**src/hdl/hssq_pkg.sv**
```systemverilog
// Shared types, codes and the half-step coil table for the stepper sequencer.
// No dependencies; imported by every module of the block.
`timescale 1ns / 1ps
`default_nettype none

package hssq_pkg;

   localparam int unsigned CSR_IDX_W = 8;
   localparam int unsigned CSR_DAT_W = 16;
   localparam int unsigned CNT_W     = 16;
   localparam int unsigned COIL_W    = 4;

   localparam logic [CSR_IDX_W-1:0] CSR_STEPS_PER_REV = CSR_IDX_W'(0);
   localparam logic [CSR_IDX_W-1:0] CSR_STEP_DELAY    = CSR_IDX_W'(1);

   localparam logic [CNT_W-1:0] STEPS_PER_REV_RESET = CNT_W'(4096);
   localparam logic [CNT_W-1:0] STEP_DELAY_RESET    = '0;
   localparam logic [CNT_W-1:0] TICKS_MAX           = '1;

   typedef enum logic {
      CMD_TICK = 1'b0,
      CMD_MOVE = 1'b1
   } cmd_type;

   localparam logic [COIL_W-1:0] HALF_STEP_TABLE [8] = '{
      4'h1, 4'h3, 4'h2, 4'h6, 4'h4, 4'hC, 4'h8, 4'h9
   };

   typedef struct packed {
      logic [CNT_W-1:0] steps_per_rev;
      logic [CNT_W-1:0] step_delay_ticks;
   } cfg_type;

   typedef struct packed {
      logic [COIL_W-1:0] coils;
      logic [CNT_W-1:0]  position;
      logic [CNT_W-1:0]  steps_remaining;
      logic              stepped;
      logic              busy_res;
   } rsp_type;

endpackage

`default_nettype wire

```
**src/hdl/hssq_csr.sv**
```systemverilog
// Configuration registers of the stepper sequencer: steps per revolution, step delay.
// Depends on hssq_pkg.
`timescale 1ns / 1ps
`default_nettype none

module hssq_csr
   import hssq_pkg::*;
(
   input  wire logic                 clock,
   input  wire logic                 reset,
   input  wire logic                 csr_valid,
   output      logic                 csr_ready,
   input  wire logic [CSR_IDX_W-1:0] csr_index,
   input  wire logic [CSR_DAT_W-1:0] csr_data,
   output      cfg_type              cfg
);

   cfg_type cfg_ff, cfg_in;

   assign csr_ready = 1'b1;

   always_comb begin
      cfg_in = cfg_ff;
      if (csr_valid) begin
         unique case (csr_index)
            CSR_STEPS_PER_REV: cfg_in.steps_per_rev    = csr_data;
            CSR_STEP_DELAY:    cfg_in.step_delay_ticks = csr_data;
            default:           cfg_in = cfg_ff;
         endcase
      end
   end

   always_ff @(posedge clock) begin
      if (reset) begin
         cfg_ff.steps_per_rev    <= STEPS_PER_REV_RESET;
         cfg_ff.step_delay_ticks <= STEP_DELAY_RESET;
      end else begin
         cfg_ff <= cfg_in;
      end
   end

   assign cfg = cfg_ff;

endmodule

`default_nettype wire

```
**src/hdl/hssq_core.sv**
```systemverilog
// Motion state of the stepper sequencer and its one-pass update per item.
// Depends on hssq_pkg; fed by hssq_csr, drains into hssq_rsp.
`timescale 1ns / 1ps
`default_nettype none

module hssq_core
   import hssq_pkg::*;
(
   input  wire logic                    clock,
   input  wire logic                    reset,
   input  wire logic                    item_fire,
   input  wire logic                    req_cmd,
   input  wire logic signed [CNT_W-1:0] req_move_steps,
   input  wire cfg_type                 cfg,
   output      rsp_type                 rsp_next
);

   logic [CNT_W-1:0]  position_ff, position_in;
   logic              forward_ff, forward_in;
   logic [CNT_W-1:0]  pending_ff, pending_in;
   logic [CNT_W-1:0]  elapsed_ff, elapsed_in;
   logic [COIL_W-1:0] coils_ff, coils_in;

   logic [CNT_W-1:0] elapsed_inc;
   logic [CNT_W:0]   rev;
   logic [CNT_W:0]   pos_plus;
   logic [CNT_W:0]   pos_wide;
   logic [CNT_W:0]   pos_step;
   logic [CNT_W-1:0] raw;
   logic             do_step;

   assign raw         = req_move_steps;
   assign elapsed_inc = (elapsed_ff == TICKS_MAX) ? elapsed_ff : elapsed_ff + 1'b1;
   assign do_step     = (req_cmd == CMD_TICK) && (pending_ff != '0)
                        && (elapsed_inc >= cfg.step_delay_ticks);

   assign rev      = (cfg.steps_per_rev == '0) ? {1'b1, {CNT_W{1'b0}}}
                                               : {1'b0, cfg.steps_per_rev};
   assign pos_wide = {1'b0, position_ff};
   assign pos_plus = pos_wide + 1'b1;

   always_comb begin
      if (forward_ff) begin
         pos_step = (pos_plus >= rev) ? '0 : pos_plus;
      end else if (position_ff == '0 || pos_wide >= rev) begin
         pos_step = rev - 1'b1;
      end else begin
         pos_step = pos_wide - 1'b1;
      end
   end

   always_comb begin
      position_in = position_ff;
      forward_in  = forward_ff;
      pending_in  = pending_ff;
      elapsed_in  = elapsed_ff;
      coils_in    = coils_ff;
      if (req_cmd == CMD_MOVE) begin
         if (raw == '0) begin
            pending_in = '0;
         end else if (raw[CNT_W-1]) begin
            forward_in = 1'b0;
            pending_in = '0 - raw;
         end else begin
            forward_in = 1'b1;
            pending_in = raw;
         end
      end else if (do_step) begin
         elapsed_in  = '0;
         position_in = pos_step[CNT_W-1:0];
         pending_in  = pending_ff - 1'b1;
         coils_in    = HALF_STEP_TABLE[pos_step[2:0]];
      end else begin
         elapsed_in = elapsed_inc;
      end
   end

   always_ff @(posedge clock) begin
      if (reset) begin
         position_ff <= '0;
         forward_ff  <= 1'b0;
         pending_ff  <= '0;
         elapsed_ff  <= '0;
         coils_ff    <= '0;
      end else if (item_fire) begin
         position_ff <= position_in;
         forward_ff  <= forward_in;
         pending_ff  <= pending_in;
         elapsed_ff  <= elapsed_in;
         coils_ff    <= coils_in;
      end
   end

   always_comb begin
      rsp_next.coils           = coils_in;
      rsp_next.position        = position_in;
      rsp_next.steps_remaining = pending_in;
      rsp_next.stepped         = do_step;
      rsp_next.busy_res        = (pending_in != '0);
   end

endmodule

`default_nettype wire

```
**src/hdl/hssq_rsp.sv**
```systemverilog
// Result register of the stepper sequencer with its valid/ready handshake.
// Depends on hssq_pkg.
`timescale 1ns / 1ps
`default_nettype none

module hssq_rsp
   import hssq_pkg::*;
(
   input  wire logic    clock,
   input  wire logic    reset,
   input  wire logic    load,
   input  wire rsp_type rsp_next,
   input  wire logic    rsp_ready,
   output      logic    rsp_valid,
   output      logic    can_load,
   output      rsp_type rsp_data
);

   logic    valid_ff, valid_in;
   rsp_type data_ff;

   assign can_load = !valid_ff || rsp_ready;
   assign valid_in = load || (valid_ff && !rsp_ready);

   always_ff @(posedge clock) begin
      if (reset) begin
         valid_ff <= 1'b0;
      end else begin
         valid_ff <= valid_in;
      end
   end

   always_ff @(posedge clock) begin
      if (load) begin
         data_ff <= rsp_next;
      end
   end

   assign rsp_valid = valid_ff;
   assign rsp_data  = data_ff;

endmodule

`default_nettype wire

```
**src/hdl/half_step_stepper_sequencer.sv**
```systemverilog
// Half-step sequencer for a four-coil unipolar stepper: takes tick and move items and
// returns one result item for each. Every item is handled combinationally against the motion
// state registers; its result is held in an output register and appears in the cycle after
// acceptance. A new item is taken in the same cycle the previous result leaves, so the block
// sustains one item per clock unless the result side stalls. Configuration writes take effect
// in the cycle after acceptance and should only be made while idle.
// Depends on hssq_pkg, hssq_csr, hssq_core and hssq_rsp.
`timescale 1ns / 1ps
`default_nettype none

module half_step_stepper_sequencer
   import hssq_pkg::*;
(
   input  wire logic                    clock,
   input  wire logic                    reset,

   input  wire logic                    csr_valid,
   output      logic                    csr_ready,
   input  wire logic [CSR_IDX_W-1:0]    csr_index,
   input  wire logic [CSR_DAT_W-1:0]    csr_data,

   input  wire logic                    req_valid,
   output      logic                    req_ready,
   input  wire logic                    req_cmd,
   input  wire logic signed [CNT_W-1:0] req_move_steps,

   output      logic                    rsp_valid,
   input  wire logic                    rsp_ready,
   output      logic [COIL_W-1:0]       rsp_coils,
   output      logic [CNT_W-1:0]        rsp_position,
   output      logic [CNT_W-1:0]        rsp_steps_remaining,
   output      logic                    rsp_stepped,
   output      logic                    rsp_busy_res
);

   cfg_type cfg;
   rsp_type rsp_next;
   rsp_type rsp_data;
   logic    item_fire;
   logic    can_load;

   assign req_ready = can_load;
   assign item_fire = req_valid && can_load;

   hssq_csr u_csr (
      .clock     (clock),
      .reset     (reset),
      .csr_valid (csr_valid),
      .csr_ready (csr_ready),
      .csr_index (csr_index),
      .csr_data  (csr_data),
      .cfg       (cfg)
   );

   hssq_core u_core (
      .clock          (clock),
      .reset          (reset),
      .item_fire      (item_fire),
      .req_cmd        (req_cmd),
      .req_move_steps (req_move_steps),
      .cfg            (cfg),
      .rsp_next       (rsp_next)
   );

   hssq_rsp u_rsp (
      .clock     (clock),
      .reset     (reset),
      .load      (item_fire),
      .rsp_next  (rsp_next),
      .rsp_ready (rsp_ready),
      .rsp_valid (rsp_valid),
      .can_load  (can_load),
      .rsp_data  (rsp_data)
   );

   assign rsp_coils           = rsp_data.coils;
   assign rsp_position        = rsp_data.position;
   assign rsp_steps_remaining = rsp_data.steps_remaining;
   assign rsp_stepped         = rsp_data.stepped;
   assign rsp_busy_res        = rsp_data.busy_res;

   a_fire_gives_result: assert property (@(posedge clock) disable iff (reset)
      item_fire |=> rsp_valid)
      else $error("accepted item produced no result");

   a_stall_blocks_input: assert property (@(posedge clock) disable iff (reset)
      rsp_valid && !rsp_ready |-> !req_ready)
      else $error("input accepted while result stalled");

   a_move_never_steps: assert property (@(posedge clock) disable iff (reset)
      item_fire && req_cmd == CMD_MOVE |=> !rsp_stepped)
      else $error("move item reported a step");

   a_busy_matches_count: assert property (@(posedge clock) disable iff (reset)
      rsp_valid |-> rsp_busy_res == (rsp_steps_remaining != '0))
      else $error("busy flag disagrees with remaining steps");

endmodule

`default_nettype wire

```
**config.mk**
```make
export PLATFORM = sky130hd
export DESIGN_NAME = half_step_stepper_sequencer
export DESIGN_NICKNAME = d
export VERILOG_FILES = /design/src/hdl/hssq_pkg.sv /design/src/hdl/hssq_csr.sv /design/src/hdl/hssq_core.sv /design/src/hdl/hssq_rsp.sv /design/src/hdl/half_step_stepper_sequencer.sv
export SDC_FILE = /design/constraint.sdc
export NUM_CORES = 1
export LEC_CHECK = 0
export ABC_AREA = 1
export BUFFER_PORTS_ARGS = -buffer_cell sky130_fd_sc_hd__buf_2
export CAP_MARGIN = 20
export CORE_MARGIN = 1
export CORE_UTILIZATION = 58
export CTS_CLUSTER_SIZE = 25
export DETAILED_ROUTE_END_ITERATION = 8
export MAX_ROUTING_LAYER = met4
export PLACE_DENSITY = 0.76
export SLEW_MARGIN = 25
export SYNTH_ARGS = -nofsm -noshare
export SYNTH_HDL_FRONTEND = slang
export SYNTH_SLANG_ARGS = --single-unit
```
**constraint.sdc**
```tcl
create_clock -name clock -period 4.3 [get_ports clock]
set_input_delay 0.645 -clock clock [delete_from_list [all_inputs] [get_ports clock]]
set_output_delay 0.645 -clock clock [all_outputs]
set_load 0.03 [all_outputs]
```
# Yosys cells after proc, flatten, opt, wreduce, memory -nomap -nowiden
# Memory sizes are Yosys's and may differ from the RTL's.
# Cells that the tools add are included.
[op_classes]
addsub = 6
magnitude_cmp = 4
n_eq_ne = 2
n_mux = 17
bitwise_logic = 3
n_reduce_logical = 19
[ops]
columns = ["cell", "n"]
rows = [
  ["2-to-1 mux 16 bit", 11],
  ["logical NOT 16 bit", 3],
  ["subtractor 16 x 1 -> 16 bit (second input constant)", 3],
  ["nonzero test 16 bit", 2],
  ["adder 16 x 1 -> 17 bit (second input constant)", 1],
  [">= comparator 16 x 17 -> 1 bit", 1],
  [">= comparator 17 bit", 1],
  ["2-to-1 mux 17 bit", 1],
  ["adder 16 x 1 -> 16 bit (second input constant)", 1],
  ["== test 16 bit (second input constant)", 1],
  [">= comparator 16 bit", 1],
  ["2-to-1 mux 4 bit", 4],
  ["subtractor 1 x 16 -> 16 bit (first input constant)", 1],
  ["== test 8 x 1 -> 1 bit (second input constant)", 1],
  ["logical NOT 8 bit", 1],
  ["AND reduction 2 bit", 3],
  [">= comparator 4 bit (second input constant)", 1],
  ["logical AND 1 bit", 4],
  ["inverter 3 -> 4 bit", 1],
  ["logical OR 1 bit", 3],
  ["AND reduction 3 bit", 1],
  ["logical NOT 1 bit", 2],
  ["inverter 1 bit", 2],
  ["2-to-1 mux 1 bit", 1],
]
[totals]
register_bits = 124
romBits = 32
input_bits = 46
output_inout_bits = 41
word_cells = 65
memories = 1
[memory_table]
columns = ["memory", "depth", "width", "read_ports", "rd_clocked_by_memory_dff", "write_ports", "line", "text"]
rows = [
  ["(no name shown)", 8, 4, 1, 0, 0, "hssq_core.sv:72", "coils_in = HALF_STEP_TABLE[pos_step[2:0]];"],
]

# Logic depth before layout (Yosys ltp)
# Gate-level depths: netlist of run 1.
[logic_depth]
depth_word = 12
depth_mapped = 30

# Hierarchy
# From an unflattened synthesis of run 1, not the netlist that was laid out.
[hier_totals]
hier_cells = 1265
hier_area_um2 = 8750.9
[modules_own_cells]
columns = ["module", "instances", "cells_each", "area_per_inst_um2"]
rows = [
  ["hssq_core", 1, 1016, 6114.6],
  ["hssq_csr", 1, 204, 1445.1],
  ["hssq_rsp", 1, 43, 1183.6],
  ["half_step_stepper_sequencer", 1, 2, 7.5],
]

# Worst setup path after synthesis of run 1
# OpenSTA, ideal clock, no wires.
[synth_timing]
path_kind = "flip-flop to flip-flop"
start = "register u_core.elapsed_ff[0]"
end = "register u_rsp.data_ff (netlist bit u_rsp.rsp_data[0]) (data pin)"
t_arrival_ns = 3.670
slack_ns = 0.375
stages_incl_launch_ff = 28
synth_period_minus_slack_ns = 3.925
path_cell_list = "dfxtp_1 -> ha_1 -> inv_1 -> nor3_1 -> inv_1 -> nor3_1 -> nand4_1 -> nor3_2 -> inv_1 -> nor2_2 -> nor2_1 -> nand2_1 -> inv_1 -> nand2_1 -> xnor2_1 -> ha_1 -> nand4_1 -> o311ai_0 -> nand2_1 -> inv_2 -> buf_2 -> nand3_1 -> nand3_1 -> o21ai_0 -> nor2_1 -> nand2_1 -> nor2_1 -> nand2_1"
[synth_lines]
columns = ["item", "line", "text"]
rows = [
  ["from (decl)", "hssq_core.sv:21", "logic [CNT_W-1:0] elapsed_ff, elapsed_in;"],
  ["from (signal assigned)", "hssq_core.sv:89", "elapsed_ff <= elapsed_in;"],
  ["to (signal assigned)", "hssq_rsp.sv:35", "data_ff <= rsp_next;"],
  ["to (decl)", "hssq_rsp.sv:20", "rsp_type data_ff;"],
]

==> results of run 1 <==
-- cells in the mapped netlist, types with 2 or more instances --
cell type,number
nand3_1,79
nor3_2,2
nand2_2,7
nand2_1,255
clkbuf_1,27
nor2_1,99
dfxtp_1,86
o21bai_1,2
nor4_1,6
buf_2,10
inv_1,198
nor2_2,5
nor2_4,2
xnor2_1,7
buf_4,2
o22ai_1,2
o211ai_1,2
a21oi_1,106
edfxtp_1,38
a21boi_0,2
a31oi_1,5
nor4_2,3
buf_6,3
a21oi_2,3
nand4_1,24
o21ai_0,94
inv_2,3
nand3b_1,2
nand3_2,2
buf_1,3
o31ai_1,2
ha_1,56
xor2_1,29
o21ai_1,8
a211oi_1,17
nor3_1,26
-- sequential cells by signal, indices dropped and copies added, names as in the netlist --
name,cells
u_rsp.rsp_data,38
u_csr.cfg,32
u_core.elapsed_ff,16
u_core.pending_ff,16
u_core.position_ff,16
u_core.coils_ff,4
u_core.forward_ff,1
u_rsp.rsp_valid,1
-- per-stage QoR --
step	hold WS, ps	setup slack (ps)	cells	utilization, %
floorplan	445	375	1227	-
global placement	454	116	1477	65.0
detailed placement	461	-121	1477	65.0
CTS	461	15.5	1513	69.9
global route	470	-412	1521	72.0
finish	465	-80.0	1521	72.0
-- final cells by class --
| type | count | share of cell area (%) |
|---|---|---|
| inverters | 202 | 7.54 |
| well taps | 180 | 2.23 |
| clock buffers | 19 | 4.48 |
| repair buffers | 127 | 7.58 |
| flip-flops and latches | 124 | 28.3 |
| multi-input cells | 856 | 48.0 |
| clock inverters | 13 | 1.87 |
-- kinds of logic (layout without fill, tap and decap cells) --
logic type / count (synthesis) / count (layout) / share of synthesized area, %
compound gates: 246 / 246 / 15.7
xor+xnor: 36 / 36 / 3.73
flops: 124 / 124 / 33.9
other cells: 1 / 1 / 0.0443
fa+ha+maj: 56 / 56 / 8.29
buf+inv: 247 / 361 / 11.5
simple gates: 517 / 517 / 27.0
-- layer usage --
layer / routed length (µm) / vias to the layer above / part of all wire, % / global-route usage (%)
li1: - / 4238 / - / -
met1: 10200 / 3908 / 43 / 41.7
met2: 11200 / 370 / 48 / 49.5
met3: 1650 / 49 / 7.0 / 5.39
met4: 516 / 0 / 2.2 / 10.3
met5: 0 / - / 0 / -
-- power groups by stage --
stage | clock [mW] | sequential [mW] | combinational (mW)
2_1_floorplan | 0 | 1.50 | 0.785
3_3_place_gp | 0 | 1.40 | 1.18
3_5_place_dp | 0 | 1.40 | 1.19
4_1_cts | 1.58 | 1.38 | 1.21
5_1_grt | 1.62 | 1.39 | 1.41
6_report | 1.57 | 1.38 | 1.28
-- what timing repair did --
item / 4_1_cts / 5_1_grt
hold buffers: 0 / 0
gates resized for setup: 9 / 75
endpoints found under the hold margin: 0 / 0
setup endpoints to repair: 21 / 84
buffers inserted: 4 / 8
pin swaps: 4 / 28
-- worst paths after layout --
kind / to / depth (start not counted)
min: u_rsp.rsp_valid / 3
max: u_rsp.rsp_data[0] / 30
min reg2reg: u_core.elapsed_ff[2] / 2
max reg2reg: u_rsp.rsp_data[0] / 30
-- worst max-delay path, delay by kind of cell, from the launching register on --
family / cells / cell delay (ps)
compound gates: 7 / 930
fa+ha+maj: 2 / 370
buf+inv: 7 / 740
flops: 1 / 370
simple gates: 14 / 1730
-- cell usage in the layout (no fill, tap or decap), types with 4 or more instances in the layout --
| cell type | count |
|---|---|
| nand2_1 | 253 |
| inv_1 | 195 |
| a21oi_1 | 101 |
| nor2_1 | 95 |
| buf_2 | 85 |
| dfxtp_1 | 84 |
| nand3_1 | 78 |
| o21ai_0 | 71 |
| ha_1 | 53 |
| edfxtp_1 | 38 |
| buf_4 | 37 |
| xor2_1 | 28 |
| nand4_1 | 24 |
| nor3_1 | 21 |
| o21ai_1 | 21 |
| a211oi_1 | 17 |
| clkbuf_16 | 17 |
| o21ai_2 | 10 |
| nand2_2 | 8 |
| a21oi_2 | 8 |
| nor2_2 | 6 |
| nor3_2 | 6 |
| xnor2_1 | 6 |
| a31oi_1 | 5 |
| nor2_4 | 5 |
| inv_2 | 5 |
| nor4_1 | 4 |
| bufinv_16 | 4 |
| clkinv_4 | 4 |
==> impl_metrics.json, run 1 <==
{
  "holdCritPathClass": "in2reg",
  "comb_power_share_pct": 30.2,
  "die_h_um": 123,
  "synth_top_area_cell": "dfxtp_1",
  "cp-start-kind": "flop",
  "final_nets": 1430,
  "p_switching_mw": 1.49,
  "avgRoutedWirePerCell_um": 15.5,
  "cpPeakStageDelay_ps": 370,
  "p_clk_share_pct": 37.1,
  "drtPass1Iterations": 6,
  "antenna_found_initial": 0,
  "htreeDepth": 4,
  "avgSynthCellArea_um2": 6.89,
  "fin_ws_ps": -80.0,
  "multiInputGateArea_um2": 4850,
  "power.density_nw_per_um2": 417,
  "clkLatencyLatePin_ps": 430,
  "status": "finished with violations",
  "fin_area_um2": 10100,
  "worst_pin_slew_ps": 875,
  "gr-total-overflow": 0,
  "maxSlewHeadroom_pct": 41.6,
  "p_seq_share_pct": 32.6,
  "crit_path_max_fanout": 7,
  "initial_core_util_pct": 60.2,
  "hold_viol_final": 0,
  "cp.arrival_ps": 4560,
  "vias_per_cell": 5.63,
  "rsz0062_at_grt": "yes",
  "ys_ff_latch": 124,
  "core_area_um2": 14000,
  "min_from": "req_valid",
  "fin_crit_sh_pct": 102,
  "drive_above_1_share_pct": 17.1,
  "syn-cell-area_um2": 8460,
  "clock_sinks": 124,
  "clock_skew_ps": 12.4,
  "seq_area_frac_synth_pct": 33.9,
  "cts_buffer_depth": 2,
  "synth_cell_types": 46,
  "drc": 0,
  "drt_iter0_drc": 728,
  "grt_usage_pct": 31.8,
  "r2r_start": "u_core.elapsed_ff[1]",
  "grt_max_degree": 70,
  "routed_wl_mm": 23.5,
  "fillers": 1139,
  "cts_tree": "done",
  "grt_pass1_wl_mm": 36.2,
  "rrSetupSlack_ps": -80,
  "seq_area_um2": 2870,
  "io_pins": 87,
  "area_growth_pct": 19.6,
  "synth_top_area_share_pct": 20.4,
  "placed_area_um2": 9120,
  "drv_cap": 0,
  "power_leakage_nw": 4.81,
  "dieArea_um2": 15100,
  "setup_viol": 1,
  "period_needed_ps": 4380,
  "fin_tns_setup_ps": -80.0,
  "p_total_mw": 4.22,
  "worstSetupEndpointType": "flop",
  "switching_share_pct": 35.2,
  "yosys_warnings": 0,
  "cts_root_buf": "clkbuf_16",
  "synth_area_leaders": "dfxtp_1, edfxtp_1, nand2_1",
  "io_buffers": 85,
  "cts_made_buffers": 17,
  "clock.fmax_mhz": 228,
  "async_flop_share_pct": 0,
  "vias": 8565,
  "rows": 43,
  "yosys_most_used_dff": "dfxtp_1",
  "dieWidth_um": 123,
  "failed_checks": "negative setup slack",
  "path_class": "reg2reg",
  "maxSlewViolCount": 0,
  "cts.clk_slew.worst_paths_ps": 60,
  "p_int_mw": 2.74,
  "place_congestion": 0.933,
  "n_antenna_cell": 0,
  "peakVddDrop_mv": 0.362,
  "slowest_stage": "dfxtp_2",
  "startpoint": "u_core.elapsed_ff[1]",
  "antenna_left": 0,
  "syn_nets": 1329,
  "dpl.hpwl_mm": 16.1,
  "grt_pass1_vias": 7449,
  "cp.required_ps": 4480,
  "syn_inst": 1227,
  "synth_edf_count": 38
}
Note: power is estimated with default switching activity, not from simulation.
==> inputs of run 2 (changes only) <==
Settings changed: CORE_ASPECT_RATIO set to 1.4.
==> impl_metrics.json, run 2 (same netlist as run 1, synthesis figures left out) <==
{
  "status": "finished, final reports clean",
  "fin_tns_setup_ps": 0,
  "largest_reg_flops": 38,
  "startpoint": "u_core.elapsed_ff[0]",
  "gr-total-overflow": 0,
  "peakVddDrop_mv": 0.337,
  "clock_skew_ps": 10.3,
  "cp.required_ps": 4480,
  "ctsHoldBuffers": 0,
  "holdCritPathClass": "in2reg",
  "place_congestion": 0.951,
  "period_needed_ps": 4240,
  "n_antenna_cell": 0,
  "slowest_stage": "dfxtp_2",
  "vias": 8445,
  "cts_buffer_depth": 2,
  "antenna_left": 0,
  "routed_wl_mm": 23.2,
  "final_nets": 1428,
  "cts.clk_slew.worst_paths_ps": 60,
  "fin_crit_sh_pct": 98.7,
  "drc": 0,
  "crit_path_max_fanout": 8,
  "utilization_pct": 71.2,
  "final_cell_count_no_fill": 1524,
  "cts_tree": "done",
  "cts_root_buf": "clkbuf_16",
  "power_leakage_nw": 4.74,
  "htreeDepth": 4,
  "grt_max_degree": 70,
  "drv_cap": 0,
  "maxSlewViolCount": 0,
  "clock_sinks": 124,
  "dp_cells": 1484,
  "drive_above_1_share_pct": 16.7,
  "fillers": 1188,
  "core_area_um2": 14100,
  "mostFrequentLayoutCell": "nand2_1",
  "setup_viol": 0,
  "worstSetupEndpointType": "flop",
  "drt_iter0_drc": 435,
  "path_class": "reg2reg",
  "cp.arrival_ps": 4420,
  "placed_area_um2": 9140,
  "final_cell_mix": "nand2_1, inv_1, a21oi_1",
  "maxSlewHeadroom_pct": 42.3,
  "vias_per_cell": 5.54,
  "worst_pin_slew_ps": 864,
  "die_h_um": 145,
  "initial_core_util_pct": 60.0,
  "fin_area_um2": 10000,
  "grt_pass1_vias": 7914,
  "grt_pass1_wl_mm": 36.8,
  "io_pins": 87,
  "dieArea_um2": 15100,
  "fin_ws_ps": 56.8,
  "clkLatencyLatePin_ps": 440,
  "avgRoutedWirePerCell_um": 15.2,
  "dp_slack_ps": -227,
  "cts_made_buffers": 17,
  "area_growth_pct": 18.7,
  "cpPeakStageDelay_ps": 360,
  "clock.fmax_mhz": 236,
  "min_from": "req_valid",
  "dpl.hpwl_mm": 16.8,
  "antenna_found_initial": 0,
  "rows": 51,
  "drtPass1Iterations": 7,
  "rsz0062_at_grt": "yes",
  "cp-start-kind": "flop",
  "power.density_nw_per_um2": 411,
  "grt_usage_pct": 31.8,
  "hold_viol_final": 0,
  "io_buffers": 85,
  "r2r_start": "u_core.elapsed_ff[0]",
  "dieWidth_um": 104
}
run 2: cell types whose count changed in the layout (fill, tap and decap cells not counted), sizes merged:
| cell | change |
|---|---|
| bufinv | -2 |
| clkinvlp | +2 |
| clkbuf | -1 |
| inv | +3 |
| clkinv | -1 |
| buf | -3 |
run 2: final timing paths:
kind	end	slack, ps	depth (start not counted)
setup / recovery	u_rsp.rsp_data[0]	60	28
hold / removal	u_rsp.rsp_valid	460	3
hold reg to reg	u_core.elapsed_ff[2]	480	2
setup reg to reg	u_rsp.rsp_data[0]	60	28
run 2: per-stage QoR:
step | total power, mW | hold slack, ps
4_1_cts | 4.06 | 456
3_5_place_dp | 2.60 | 457
2_1_floorplan | 2.28 | 445
5_1_grt | 4.32 | 462
3_3_place_gp | 2.58 | 453
6_report | 4.13 | 460
run 2: repair_timing:
item | in CTS | in global routing
endpoints found under the setup margin | 35 | 85
pin swaps | 1 | 19
gates resized for setup | 5 | 73
setup buffers | 0 | 5
gates cloned | 0 | 2
run 2: per-layer routing:
layer | wire (µm) | global-route usage, %
met1 | 9010 | 33.8
met2 | 12100 | 57.6
met3 | 1160 | 4.39
met4 | 892 | 16.8
met5 | 0 | -
run 2: area by class of cell:
class                           instances  area, µm²  share of cell area, %
Multi-Input combinational cell        856       4810                   47.9
Sequential cell                       124       2870                   28.5
Inverter                              202        771                   7.68
Timing Repair Buffer                  124        753                   7.50
Clock buffer                           18        439                   4.38
Tap cell                              185        231                   2.31
Clock inverter                         14        159                   1.58
Timing Repair inverter                  1       8.76                 0.0873
run 2: power by group:
group | internal, mW | total (mW) | leakage, nW | switching, mW
registers | 1.32 | 1.38 | 1.08 | 0.0571
clock network | 0.879 | 1.47 | 0.283 | 0.593
logic | 0.409 | 1.28 | 3.38 | 0.868
total | 2.61 | 4.13 | 4.74 | 1.52
run 2: worst max-delay path, delay by kind of cell, from the launching register on:
family / cells / cell delay (ps)
flops: 1 / 360
xor+xnor: 1 / 150
simple gates: 16 / 1840
compound gates: 1 / 360
buf+inv: 8 / 850
fa+ha+maj: 2 / 440
==> inputs of run 3 (changes only) <==
Settings changed: CORE_UTILIZATION 58 to 54, PLACE_DENSITY 0.76 to 0.74, SKIP_CTS_REPAIR_TIMING set to 1.
Clock period 4.3 ns to 3.9 ns, I/O delays scaled along.
==> impl_metrics.json, run 3 (same netlist as run 1, synthesis figures left out) <==
{
  "fin_crit_sh_pct": 111,
  "htreeDepth": 4,
  "maxSlewViolCount": 0,
  "rows": 53,
  "antenna_found_initial": 0,
  "grt_pass1_vias": 8016,
  "initial_core_util_pct": 55.7,
  "period_needed_ps": 4330,
  "cts_root_buf": "clkbuf_16",
  "worstSetupEndpointType": "flop",
  "clock_sinks": 124,
  "worst_pin_slew_ps": 953,
  "fin_ws_ps": -426,
  "hold_end": "u_rsp.rsp_valid",
  "rsz0062_at_grt": "yes",
  "placed_area_um2": 9400,
  "clock.fmax_mhz": 231,
  "peakVddDrop_mv": 0.394,
  "final_cell_mix": "nand2_1, inv_1, nor2_1",
  "clock_skew_ps": 11.1,
  "dpl.hpwl_mm": 17.3,
  "p_total_mw": 4.64,
  "min_from": "req_valid",
  "cp-start-kind": "flop",
  "drive_above_1_share_pct": 20.8,
  "holdPathStages": 3,
  "vias": 8688,
  "power_leakage_nw": 4.95,
  "cp.arrival_ps": 4510,
  "largest_reg_flops": 38,
  "status": "finished with violations",
  "io_pins": 87,
  "drv_cap": 0,
  "vias_per_cell": 5.55,
  "antenna_left": 0,
  "power.density_nw_per_um2": 445,
  "grt_max_degree": 57,
  "die_h_um": 150,
  "cts_tree": "done",
  "place_congestion": 0.936,
  "drtPass1Iterations": 6,
  "final_nets": 1462,
  "path_class": "reg2reg",
  "dp_slack_ps": -411,
  "dieArea_um2": 16200,
  "drt_iter0_drc": 555,
  "gr-total-overflow": 0,
  "io_buffers": 85,
  "hold_viol_final": 0,
  "drc": 0,
  "holdCritPathClass": "in2reg",
  "reg2reg_to": "u_rsp.rsp_data[0]",
  "r2r_start": "u_core.elapsed_ff[1]",
  "dieWidth_um": 108,
  "cpPeakStageDelay_ps": 360,
  "maxSlewHeadroom_pct": 36.4,
  "mostFrequentLayoutCell": "nand2_1",
  "cts.clk_slew.worst_paths_ps": 70,
  "avgRoutedWirePerCell_um": 15.5,
  "setup_viol": 88,
  "cts_made_buffers": 17,
  "fin_area_um2": 10400,
  "slowest_stage": "dfxtp_2",
  "clkLatencyLatePin_ps": 430,
  "reg2regPathDepth": 28,
  "rrSetupSlack_ps": -430,
  "failed_checks": "negative setup slack",
  "crit_path_max_fanout": 6,
  "cts_buffer_depth": 2,
  "grt_usage_pct": 30.9,
  "routed_wl_mm": 24.2,
  "area_growth_pct": 23.2,
  "cp_common_cell": "nor3_2",
  "cp.required_ps": 4090,
  "n_antenna_cell": 0,
  "grt_pass1_wl_mm": 37.5,
  "core_area_um2": 15200
}
run 3: metrics by stage:
stage	cells	hold slack (ps)	util (%)	setup TNS (ps)
after floorplan	1227	445	-	0
after global placement	1522	453	61.9	-2620
after detailed placement	1522	458	61.9	-11400
after CTS	1554	391	65.8	-13440
after global routing	1565	396	68.6	-47050
final	1565	394	68.6	-18000
run 3: worst max-delay path, delay by kind of cell, from the launching register on:
| kind | cells | cell delay (ps) |
|---|---|---|
| DFF | 1 | 360 |
| AOI/OAI and AO/OA | 2 | 360 |
| buffers and inverters | 6 | 670 |
| and+or+nand+nor | 17 | 2120 |
| adders and majority gates | 2 | 480 |
| xor gates and xnor gates | 1 | 70 |
run 3: final cells by class:
cell class / instances / area, µm²
Tap cell: 192 / 240
Sequential cell: 124 / 2870
Inverter: 202 / 773
Clock inverter: 15 / 176
Clock buffer: 17 / 425
Timing Repair Buffer: 159 / 1020
Multi-Input combinational cell: 856 / 4910
Fill cell: 1299 / 4770
run 3: how the worst max path moves through the flow:
stage | start | end | slack, ps | cells after the start
6_report | u_core.elapsed_ff[1] | u_rsp.rsp_data[0] | -430 | 28
5_1_grt | u_core.elapsed_ff[1] | u_rsp.rsp_data[0] | -780 | 28
4_1_cts | u_core.elapsed_ff[0] | u_rsp.rsp_data[0] | -430 | 26
3_5_place_dp | u_core.elapsed_ff[0] | u_rsp.rsp_data[0] | -410 | 26
3_3_place_gp | u_core.elapsed_ff[0] | u_rsp.rsp_data[0] | -240 | 26
2_1_floorplan | u_core.elapsed_ff[0] | u_rsp.rsp_data[0] | 70 | 27
run 3: power by group:
| part | switching [mW] | internal [mW] |
|---|---|---|
| clock | 0.673 | 0.963 |
| sequential | 0.0594 | 1.46 |
| combinational | 0.995 | 0.491 |
run 3: per-layer routing:
metal / GRT usage (%) / vias to the layer above / share of wire (%)
met3: 5.36 / 120 / 4.8
met1: 32.5 / 3918 / 37
met5: - / - / 0
met2: 53.6 / 356 / 52
met4: 18.6 / 0 / 5.4
li1: - / 4294 / -
